### src/rtl/cri_fifo.sv
// Small register queue carrying segment jobs from front to back.
// Uses cri_pkg only through parameters handed down from the top level.
module cri_fifo #(
	parameter int WIDTH = 8,
	parameter int DEPTH = 4
) (
	input  logic             clk,
	input  logic             arst_n,
	input  logic             push_valid,
	output logic             push_ready,
	input  logic [WIDTH-1:0] push_data,
	output logic             pop_valid,
	input  logic             pop_ready,
	output logic [WIDTH-1:0] pop_data
);
	localparam int AW = (DEPTH > 1) ? $clog2(DEPTH) : 1;
	localparam int CW = $clog2(DEPTH + 1);

	logic [WIDTH-1:0] mem_q [DEPTH];
	logic [AW-1:0] wr_q, rd_q;
	logic [CW-1:0] count_q;
	logic do_push, do_pop;

	assign push_ready = (count_q != CW'(DEPTH));
	assign pop_valid = (count_q != '0);
	assign pop_data = mem_q[rd_q];
	assign do_push = push_valid && push_ready;
	assign do_pop = pop_valid && pop_ready;

	always_ff @(posedge clk) begin
		if (do_push) begin
			mem_q[wr_q] <= push_data;
		end
	end

	always_ff @(posedge clk or negedge arst_n) begin
		if (!arst_n) begin
			wr_q <= '0;
			rd_q <= '0;
			count_q <= '0;
		end else begin
			if (do_push) begin
				wr_q <= (wr_q == AW'(DEPTH - 1)) ? '0 : wr_q + AW'(1);
			end
			if (do_pop) begin
				rd_q <= (rd_q == AW'(DEPTH - 1)) ? '0 : rd_q + AW'(1);
			end
			case ({do_push, do_pop})
				2'b10: count_q <= count_q + CW'(1);
				2'b01: count_q <= count_q - CW'(1);
				default: count_q <= count_q;
			endcase
		end
	end

`ifndef SYNTHESIS
	a_count_range: assert property (@(posedge clk) disable iff (!arst_n)
		count_q <= CW'(DEPTH)) else $error("queue count beyond depth");
	a_pop_ptr: assert property (@(posedge clk) disable iff (!arst_n)
		do_pop |=> $past(rd_q) != rd_q || DEPTH == 1) else $error("read pointer stuck");
	a_push_ptr: assert property (@(posedge clk) disable iff (!arst_n)
		do_push |=> $past(wr_q) != wr_q || DEPTH == 1) else $error("write pointer stuck");
`endif
endmodule

### config.mk
export PLATFORM = sky130hd
export DESIGN_NAME = cri_fifo
export DESIGN_NICKNAME = d
export VERILOG_FILES = /design/src/rtl/cri_fifo.sv
export SDC_FILE = /design/constraint.sdc
export NUM_CORES = 1
export LEC_CHECK = 0
export ABC_AREA = 1
export BUFFER_PORTS_ARGS = -buffer_cell sky130_fd_sc_hd__buf_2
export CAP_MARGIN = 20
export CORE_MARGIN = 1
export CORE_UTILIZATION = 25
export CTS_BUF_LIST = sky130_fd_sc_hd__clkbuf_4 sky130_fd_sc_hd__clkbuf_8 sky130_fd_sc_hd__clkbuf_16
export CTS_CLUSTER_SIZE = 14
export DETAILED_ROUTE_END_ITERATION = 16
export RECOVER_POWER = 100
export SLEW_MARGIN = 10
export SYNTH_ARGS = -nofsm -noshare
export SYNTH_HDL_FRONTEND = slang
export SYNTH_SLANG_ARGS = --single-unit
### constraint.sdc
create_clock -name clk -period 3.24 [get_ports clk]
set_input_delay 0.324 -clock clk [delete_from_list [all_inputs] [get_ports clk]]
set_output_delay 0.324 -clock clk [all_outputs]
set_load 0.05 [all_outputs]
==> run summary <==
The sink count of the clock tree is 39. The number of synthesis warnings came out at 0. The setup slack after placement is approximately 1.3 ns. The final-report hold violation count came out at 0. The number of nets at the end of the flow is just under 200.

The count of antenna diodes in the layout is 0. Counting every net in the synthesized netlist gives around 170. After the first detailed-routing iteration, the DRC count stood at 68. The number of buffers added by the clock tree synthesis step is 5. The initial antenna violation count was 0. In this run the worst path has a maximum fanout of 35. The compound-cell area share of the yosys netlist came out at 7.32%. The detailed-placement wirelength estimate is 1960 um. Setup violations remaining at the end of the flow were counted as 0. The class of the tightest hold or removal check is input pin to flop. After detailed routing, the number of vias per cell comes to between 3 and 4. The total placed instance area came out at 0.00195 mm2. The I/O pin total came out at 22.

The fraction of power consumed by the clock network is approximately 23%. The first global-routing pass estimated between 4000 and 5000 um of wire. The max-slew violation count is 0.

TritonCTS built the clock tree. The clock network latency to the later pin of the worst-skew pair came out at around 0.29 ns. The largest stage delay on the critical path is about 1 ns.

After layout, the worst setup slack is between 0.8 and 0.9 ns. Clock tree synthesis selected as its root buffer the cell sky130_fd_sc_hd__clkbuf_8. The finished layout holds ~270 standard cells, fillers aside.

The internal power came out at 0.00118 W. The post-cts resize count came out at 0. The async set-or-reset flop fraction in the synthesized netlist is between 15 and 20%.

The average detailed-routed wire length per instance came out at ~11 um. Summing the areas of all fa, ha and maj instances in the mapped netlist gives roughly 5.4% of the synthesized area. The most used flip-flop cell after synthesis is sky130_fd_sc_hd__edfxtp_1. The number of flip-flops and latches in the synthesized netlist came out at 39.

The number of vias after detailed routing is about 1100. The number of instances in the placed design is around 260. The clock skew is about 0.0079 ns.

The highest attainable clock frequency is about 400 MHz. STA puts the critical path data required time at ~3 ns. The total number of placement rows came out at 30. Traced cell by cell, the critical path runs through o211ai_1, nand2_1, clkbuf_1.

Setup repair after global routing left no endpoint under its margin. Of the total synthesized cell area, the portion taken by XOR and XNOR cells is less than 1%. For this run, design rule violations remaining after detail routing come to 0. The total die area is 0.00745 mm2. The largest family of logic cells by synthesized area is simple AND/OR/NAND/NOR gates. The core region area came out at between 0.006 and 0.007 mm2.

After clock tree synthesis, the clock-pin slew on the worst setup and hold paths is about 0.08 ns. In this run the deepest clock path goes through 2 buffers. The analysis attributes to cell leakage a power of just over 0.8 nW.

In this run the tightest slew margin relative to its limit is between 30% and 40%. The chip height came out at roughly 86 um. The post-synthesis sequential area ratio came out at between 60% and 70%. The layout-stage area growth over the synthesis result came out at 15.3%. The cell with the largest stage delay on the worst path is sky130_fd_sc_hd__dfrtp_1. The capturing element type of the critical path is a primary output. The global-route usage over all layers came out at 8.41%. The combinational group share of total power came out at between 30% and 40%. The H-tree depth reported by CTS came out at 2. The number of flops mapped to enable cells by yosys came out at 32. The number of distinct standard cells referenced by the synthesized netlist came out at 19. The post-route cell area is ~0.0020 mm2. The effective utilization at floorplan came out at 26.0%. The global-route congestion overflow total is 0. The run finished with clean final reports. The weighted congestion reported at the end of routability-driven placement is around 0.7.

In this run, flip-flops and latches consume between 30% and 40% of the power. The die outline width came out at roughly 86 um. The switching power total is 0.000896 W. The worst path arrival time is 2.11 ns.

The maximum vdd drop came out at 0.221 mV. The worst setup path is launched from a flop. The worst path needs 2.43 ns of the cycle, external delays included. The number of global-route vias before repair came to approximately 1000. The fraction of power spent switching nets came out at between 40% and 50%. The post-route clock period utilization came out at roughly three quarters. The post-synthesis instance total came out at ~150. After synthesis, the mean cell area works out to ~12 um2. The critical setup path kind is flop to primary output. The fraction of layout cells with a size suffix above 1 is 7.91%. The portion of synthesized area spent on multiplexers is 0%. The post-detailed-routing wire length came out at just under 3000 um. The detail route stage leaves a number of antenna-violating nets equal to 0. The final total negative setup slack is 0 ns. Port buffering added 21 buffers.

The total standard cell area after synthesis came out at around 0.0018 mm2. The ratio of total power to cell area is 1010 mW/mm2. The pin count of the biggest net entering global routing came out at 36. Of the total synthesized cell area, the portion taken by AND, OR, NAND and NOR gates is a little over an eighth. The number of search-and-repair iterations in the first detailed-routing pass is 4. The total of max-cap violations is 0. The actual slew at the worst max-slew pin is around 1.0 ns.
[routing by layer]
layer	vias up	routed length [um]	GRT usage, %
li1	548	-	-
met1	488	1210	8.99
met2	18	1490	14.9
met3	4	135	2.76
met4	0	47	4.09
met5	-	0	0
[layout make-up]
type / count / area, um2
Tap cell: 96 / 120
Inverter: 30 / 113
Sequential cell: 39 / 1140
Fill cell: 724 / 4780
Multi-Input combinational cell: 78 / 452
Clock buffer: 5 / 68.8
Clock inverter: 3 / 67.6
Timing Repair Buffer: 22 / 91.3
[sequential cells by signal, summed over array words and instances, names as in the netlist]
register  flops
mem_q        32
count_q       3
rd_q          2
wr_q          2
[power groups by stage]
stage	sequential [W]	combinational, W	clock, W
after floorplan	0.000729	0.000797	0
after global placement	0.000809	0.000849	0
after detailed placement	0.000813	0.000860	0
after CTS	0.000803	0.000861	0.000479
after global routing	0.000817	0.000890	0.000506
final	0.000795	0.000808	0.000474
[worst paths after layout]
| kind | cells after the start | slack (ns) | to | from |
|---|---|---|---|---|
| setup / recovery | 3 | 0.81 | pop_data[3] | rd_q[0] |
| hold / removal | 1 | 0.29 | mem_q[3][2] | push_data[2] |
| setup reg to reg | 10 | 1.28 | count_q[2] | count_q[1] |
| hold reg to reg | 1 | 0.49 | count_q[0] | count_q[0] |
| max in group asynchronous | 2 | 2.49 | count_q[0] | arst_n |
| min in group asynchronous | 2 | 0.47 | count_q[1] | arst_n |
[stage by stage]
| step | util (%) | hold WS, ns | power (W) |
|---|---|---|---|
| global route | 30.0 | 0.286 | 0.00221 |
| finish | 30.0 | 0.290 | 0.00208 |
| floorplan | - | 0.0284 | 0.00153 |
| global placement | 28.5 | 0.168 | 0.00166 |
| detailed placement | 28.5 | 0.173 | 0.00167 |
| CTS | 30.6 | 0.240 | 0.00214 |
[kinds of logic after synthesis]
family / Yosys count
AOI/OAI and AO/OA: 17
DFF: 39
adders and majority gates: 7
and+or+nand+nor: 53
buffers and inverters: 35
xor gates and xnor gates: 1
[layout by cell type, fill, tap and decap left out, drive strengths merged]
| cell | Yosys | final |
|---|---|---|
| inv | 30 | 30 |
| o211ai | 16 | 16 |
| dfrtp | 7 | 7 |
| nand3 | 7 | 7 |
| clkbuf | 0 | 24 |
| fa | 1 | 1 |
| buf | 5 | 2 |
| bufinv | 0 | 2 |
| nand4 | 1 | 1 |
| ha | 6 | 6 |
| edfxtp | 32 | 32 |
| clkinvlp | 0 | 1 |
| nand2 | 39 | 39 |
| o21ai | 1 | 1 |
| dlygate4sd3 | 0 | 1 |
| xnor2 | 1 | 1 |
| nor2 | 6 | 6 |
[critical path: cells and delay by family, from the launching register on]
family / cells / cell delay (ns)
flops: 1 / 1.02
compound gates: 1 / 0.21
buf+inv: 1 / 0.46
simple gates: 1 / 0.12
[synth_stat cells (5+ instances only)]
library cell               number  area share (%)
sky130_fd_sc_hd__dfrtp_1        7             9.9
sky130_fd_sc_hd__edfxtp_1      32              54
sky130_fd_sc_hd__ha_1           6             4.2
sky130_fd_sc_hd__o211ai_1      15             6.3
sky130_fd_sc_hd__nand2_1       37             7.8
sky130_fd_sc_hd__nand3_1        5             1.4
sky130_fd_sc_hd__nor2_1         6             1.3
sky130_fd_sc_hd__buf_6          5             3.2
sky130_fd_sc_hd__inv_1         29             6.1
[what timing repair did]
action / 4_1_cts / 5_1_grt
buffers inserted: 0 / 0
hold endpoints to repair: 7 / 0
hold buffers: 1 / 0
No activity file was read; power rests on OpenSTA's default activity.
