<file path="src/rtl/cri_pkg.sv">
// Shared constants for the Catmull-Rom path interpolator.
// No dependencies; used by the top level, cri_front and cri_back.
package cri_pkg;
	localparam int DEF_MAX_SAMPLES = 31;
	localparam int DEF_COORD_BITS = 32;
	localparam int COUNT_BITS = 5;
	localparam logic [COUNT_BITS-1:0] SAMPLE_COUNT_RESET = 5'd20;
	localparam int FRAC_BITS = 16;
	localparam int QUEUE_DEPTH = 4;
	// extra bits so 2*p0 - 5*p1 + 4*p2 - p3 cannot overflow
	localparam int COEF_GUARD = 4;
endpackage

</file>
<file path="src/rtl/cri_front.sv">
// Front end: accepts control points, keeps the three-point window and
// turns each point into segment jobs (polynomial coefficients). Uses cri_pkg.
module cri_front #(
	parameter int COORD_BITS = cri_pkg::DEF_COORD_BITS
) (
	input  logic                                  clk,
	input  logic                                  arst_n,
	input  logic signed [COORD_BITS-1:0]          point_x,
	input  logic signed [COORD_BITS-1:0]          point_y,
	input  logic                                  path_end,
	input  logic                                  in_valid,
	output logic                                  in_ready,
	input  logic [cri_pkg::COUNT_BITS-1:0]        n_samples,
	output logic                                  job_valid,
	input  logic                                  job_ready,
	output logic [8*(COORD_BITS+cri_pkg::COEF_GUARD):0] job_data
);
	localparam int CW = COORD_BITS + cri_pkg::COEF_GUARD;

	typedef enum logic [1:0] {F_IDLE, F_SEGA, F_SEGB, F_FIN} fstate_t;
	fstate_t state_q;

	logic signed [COORD_BITS-1:0] wx_q [3];
	logic signed [COORD_BITS-1:0] wy_q [3];
	logic [1:0] seen_q;
	logic signed [COORD_BITS-1:0] nx_q, ny_q;
	logic end_q;

	logic need_a, need_b, push;
	logic signed [COORD_BITS-1:0] px [4];
	logic signed [COORD_BITS-1:0] py [4];
	logic signed [CW-1:0] cx [4];
	logic signed [CW-1:0] cy [4];

	function automatic logic signed [CW-1:0] ext(input logic signed [COORD_BITS-1:0] v);
		ext = CW'(v);
	endfunction

	assign in_ready = (state_q == F_IDLE);
	assign need_a = (seen_q >= 2'd2) && (n_samples != '0);
	assign need_b = end_q && (seen_q >= 2'd1) && (n_samples != '0);
	assign job_valid = ((state_q == F_SEGA) && need_a) || ((state_q == F_SEGB) && need_b)
		|| (state_q == F_FIN);
	assign push = job_valid && job_ready;

	always_comb begin
		case (state_q)
			F_SEGA: begin
				px[0] = (seen_q == 2'd2) ? wx_q[1] : wx_q[0];
				py[0] = (seen_q == 2'd2) ? wy_q[1] : wy_q[0];
				px[1] = wx_q[1]; py[1] = wy_q[1];
				px[2] = wx_q[2]; py[2] = wy_q[2];
				px[3] = nx_q;    py[3] = ny_q;
			end
			F_SEGB: begin
				px[0] = (seen_q == 2'd1) ? wx_q[2] : wx_q[1];
				py[0] = (seen_q == 2'd1) ? wy_q[2] : wy_q[1];
				px[1] = wx_q[2]; py[1] = wy_q[2];
				px[2] = nx_q;    py[2] = ny_q;
				px[3] = nx_q;    py[3] = ny_q;
			end
			default: begin
				// closing point: all four equal gives a = 2p, b = c = d = 0
				for (int i = 0; i < 4; i++) begin
					px[i] = nx_q;
					py[i] = ny_q;
				end
			end
		endcase
		cx[0] = ext(px[1]) <<< 1;
		cx[1] = ext(px[2]) - ext(px[0]);
		cx[2] = (ext(px[0]) <<< 1) - CW'(5) * ext(px[1]) + (ext(px[2]) <<< 2) - ext(px[3]);
		cx[3] = CW'(3) * ext(px[1]) - ext(px[0]) - CW'(3) * ext(px[2]) + ext(px[3]);
		cy[0] = ext(py[1]) <<< 1;
		cy[1] = ext(py[2]) - ext(py[0]);
		cy[2] = (ext(py[0]) <<< 1) - CW'(5) * ext(py[1]) + (ext(py[2]) <<< 2) - ext(py[3]);
		cy[3] = CW'(3) * ext(py[1]) - ext(py[0]) - CW'(3) * ext(py[2]) + ext(py[3]);
	end

	assign job_data = {state_q == F_FIN, cx[0], cx[1], cx[2], cx[3], cy[0], cy[1], cy[2], cy[3]};

	always_ff @(posedge clk) begin
		if (in_valid && in_ready) begin
			nx_q <= point_x;
			ny_q <= point_y;
			end_q <= path_end;
		end
	end

	always_ff @(posedge clk or negedge arst_n) begin
		if (!arst_n) begin
			state_q <= F_IDLE;
			seen_q <= '0;
			for (int i = 0; i < 3; i++) begin
				wx_q[i] <= '0;
				wy_q[i] <= '0;
			end
		end else begin
			case (state_q)
				F_IDLE: begin
					if (in_valid) state_q <= F_SEGA;
				end
				F_SEGA: begin
					if (!need_a || push) begin
						if (end_q) begin
							state_q <= F_SEGB;
						end else begin
							wx_q[0] <= wx_q[1]; wx_q[1] <= wx_q[2]; wx_q[2] <= nx_q;
							wy_q[0] <= wy_q[1]; wy_q[1] <= wy_q[2]; wy_q[2] <= ny_q;
							if (seen_q != 2'd3) seen_q <= seen_q + 2'd1;
							state_q <= F_IDLE;
						end
					end
				end
				F_SEGB: begin
					if (!need_b || push) state_q <= F_FIN;
				end
				F_FIN: begin
					if (push) begin
						for (int i = 0; i < 3; i++) begin
							wx_q[i] <= '0;
							wy_q[i] <= '0;
						end
						seen_q <= '0;
						state_q <= F_IDLE;
					end
				end
				default: state_q <= F_IDLE;
			endcase
		end
	end
endmodule

</file>
<file path="config.mk">
export PLATFORM = sky130hd
export DESIGN_NAME = cri_front
export DESIGN_NICKNAME = d
export VERILOG_FILES = /design/src/rtl/cri_pkg.sv /design/src/rtl/cri_front.sv
export SDC_FILE = /design/constraint.sdc
export NUM_CORES = 2
export LEC_CHECK = 0
export ABC_AREA = 1
export BUFFER_PORTS_ARGS = -buffer_cell sky130_fd_sc_hd__buf_4
export CORE_MARGIN = 5
export CORE_UTILIZATION = 60
export DETAILED_ROUTE_END_ITERATION = 8
export PLACE_DENSITY = 0.8
export REMOVE_ABC_BUFFERS = 1
export SLEW_MARGIN = 10
export SYNTH_ARGS = -nofsm -noshare
export SYNTH_HDL_FRONTEND = slang
export SYNTH_SLANG_ARGS = --single-unit
</file>
<file path="constraint.sdc">
create_clock -name clk -period 7.1 [get_ports clk]
set_input_delay 1.065 -clock clk [delete_from_list [all_inputs] [get_ports clk]]
set_output_delay 1.065 -clock clk [all_outputs]
set_load 0.05 [all_outputs]
</file>
==> reports/results.ini <==
[logic_synthesis]
yosysSeqAreaShare = 0.162
syn_avg_cell_area_um2 = 7.38
yosys_warnings = 0
synth_edf_count = 65
ys_ff_latch = 261
synth.top_cell.area_share = 0.194
synth_top_area_cell = fa_1
synth_area_um2 = 42400
synthTopCellsByArea = fa_1, ha_1, inv_1
ys_async_sr_fraction = 0.751
synthFlopType = dfrtp_1
synth_cell_types = 50
syn_inst = 5749

[drt]
drt-vias-per-instance = 5.75
drt_first_pass_iters = 6
drcViolationCount = 0
vias = 41600
wire_per_inst_um = 20.6
antenna_left = 0
wl_um = 149000
drtIter0Drc = 4015

[timing]
rsz0062_at_grt = yes
min_period_ps = 7300
fmax_ghz = 0.137
tightest_slew_ps = 1030
finalSetupViolations = 13
setup_tns_ps = -617
slew_headroom = 0.317
finalWorstSetupSlack_ps = -201
fin_crit_sh = 1.03
slew_viol_final = 0
fin_skew_ps = 26.6
hold_viol = 0

[cells_and_area]
area_delta_synth_final_pct = 24.2
final_util = 0.752
layout-drive-gt1-share = 0.204
finalNetCount = 7237

[setup_path]
rr_worst_depth = 11
cp_data_required_time_ps = 6030
worst_r2r_endpoint = wx_q[24]$_DFFE_PN0P_
slowest_stage = fa_1
endpoint_kind = primary output
worstReg2RegStart = state_q[0]$_DFFE_PN0P_
rrSetupSlack_ps = 2030
worst_setup_path_start_kind = flip-flop
worst-path-max-fanout = 10
cpPeakStageDelay_ps = 530
cp.buffers_inverters = 10
critPathArrivalTime_ps = 6240
cp_top_family = adder cells
path_class = reg2out

[floorplanning]
die_x_um = 276
boundaryPins = 365
rows = 97
coreArea_um2 = 70000
die_area_um2 = 76100
initial_utilization = 0.606
dieHeight_um = 276

[clock_network]
htree_num_levels = 2
numClockSinks = 261
root_buffer = clkbuf_16
holdBufCountCts = 0
cts_tree = built
cts_buffer_depth = 3
clk_latency_ps = 570
cts_inserted_buffers = 34
clk_pin_slew_ps = 70

[global_routing]
grt_pass1_vias = 40600
grt_antenna_before_repair = 3
grt_pass1_wl_um = 218000
grt_max_degree = 100
track_usage = 0.362
grt_overflow = 0

[placement]
place.gp.congestion = 1.03
port-buffer-count = 362
dp_hpwl_um = 112000

[outcome]
violations = setup timing
outcome = complete, but fails checks

[hold_path]
hp-class = in2async

[flow_run]
max_cap_violations = 0

[how the worst max path moves through the flow]
stage	from	end	slack, ps	depth (start not counted)
5_1_grt	flip-flop	job_data[29]	-320	26
6_report	flip-flop	job_data[23]	-200	28
3_5_place_dp	state_q[0]$_DFFE_PN0P_	job_data[35]	110	28
4_1_cts	flip-flop	job_data[34]	-40	31
2_1_floorplan	state_q[0]$_DFFE_PN0P_	job_data[35]	-3660	18
3_3_place_gp	state_q[0]$_DFFE_PN0P_	job_data[35]	250	28
[cells by family after synthesis]
group | after synthesis | synth area share
buffers and inverters | 1748 | 0.158
AND/OR/NAND/NOR | 1528 | 0.149
AO/OA/AOI/OAI | 1119 | 0.155
adder cells (fa/ha/maj) | 887 | 0.334
flip-flops | 261 | 0.162
XOR/XNOR | 205 | 0.0423
other | 1 | 0.0000884
[repair_timing]
item | 4_1_cts | 5_1_grt
resized for setup | 217 | 539
setup buffers | 34 | 100
setup endpoints to repair | 86 | 95
pin swaps | 39 | 185
cloned | 5 | 13
[cells in the final DEF (no fill, tap or decap), drive strengths merged, types with 6 or more instances in the layout]
cell,count
and3,6
a21boi,6
xnor2,69
a211oi,7
o221ai,34
o21ai,412
ha,476
o22ai,66
o31ai,62
xor2,136
a221oi,8
inv,1581
a21oi,359
a31oi,32
nand2,855
edfxtp,65
o21bai,39
buf,640
clkbuf,53
nand3,280
nor2,329
clkinv,14
fa,411
nor4,12
nand4,21
a21o,33
nor3,22
o211ai,6
o21a,45
dfrtp,196
[cell type report]
type                       count  area (um^2)
clock buffer                  40          905
fill                        5291        17400
clock inverter                20          166
timing repair buffer         656         5810
multi-input combinational   3741        31800
tap                          940         1180
inverter                    1582         6000
sequential                   261         6860
antenna                        2         5.00
[metrics by stage]
step           instance area (um^2)  hold WS [ps]  setup WS (ps)  cells
3_5_place_dp                  46900           464            113   7031
4_1_cts                       49400           477          -38.0   7130
5_1_grt                       52700           499           -317   7240
3_3_place_gp                  46900           458            250   7031
2_1_floorplan                 41700           446          -3660   5584
6_report                      52700           470           -201   7242
[cell usage after synthesis (65+ instances only)]
cell type / number
nor2_1: 328
o21ai_0: 332
fa_1: 411
xor2_1: 136
a21oi_1: 353
nand2_1: 835
xnor2_1: 69
clkbuf_1: 83
ha_1: 476
edfxtp_1: 65
dfrtp_1: 196
inv_1: 1577
nand3_1: 275
[metal layers]
metal,vias up,global-route usage,part of all wire
li1,19100,-,-
met1,20000,0.480,0.39
met2,2086,0.590,0.46
met3,529,0.0515,0.083
met4,2,0.170,0.066
met5,-,0,0.00012
[state kept, by name, summed over array words and instances, names as in the netlist, named ones only]
signal / count
seen_q: 2
state_q: 1
ny_q: 32
end_q: 1
nx_q: 32
wx_q: 96
wy_q: 96
Power is not shown: default switching activity piles up to over one toggle a cycle in this logic, so the estimate is an artifact.
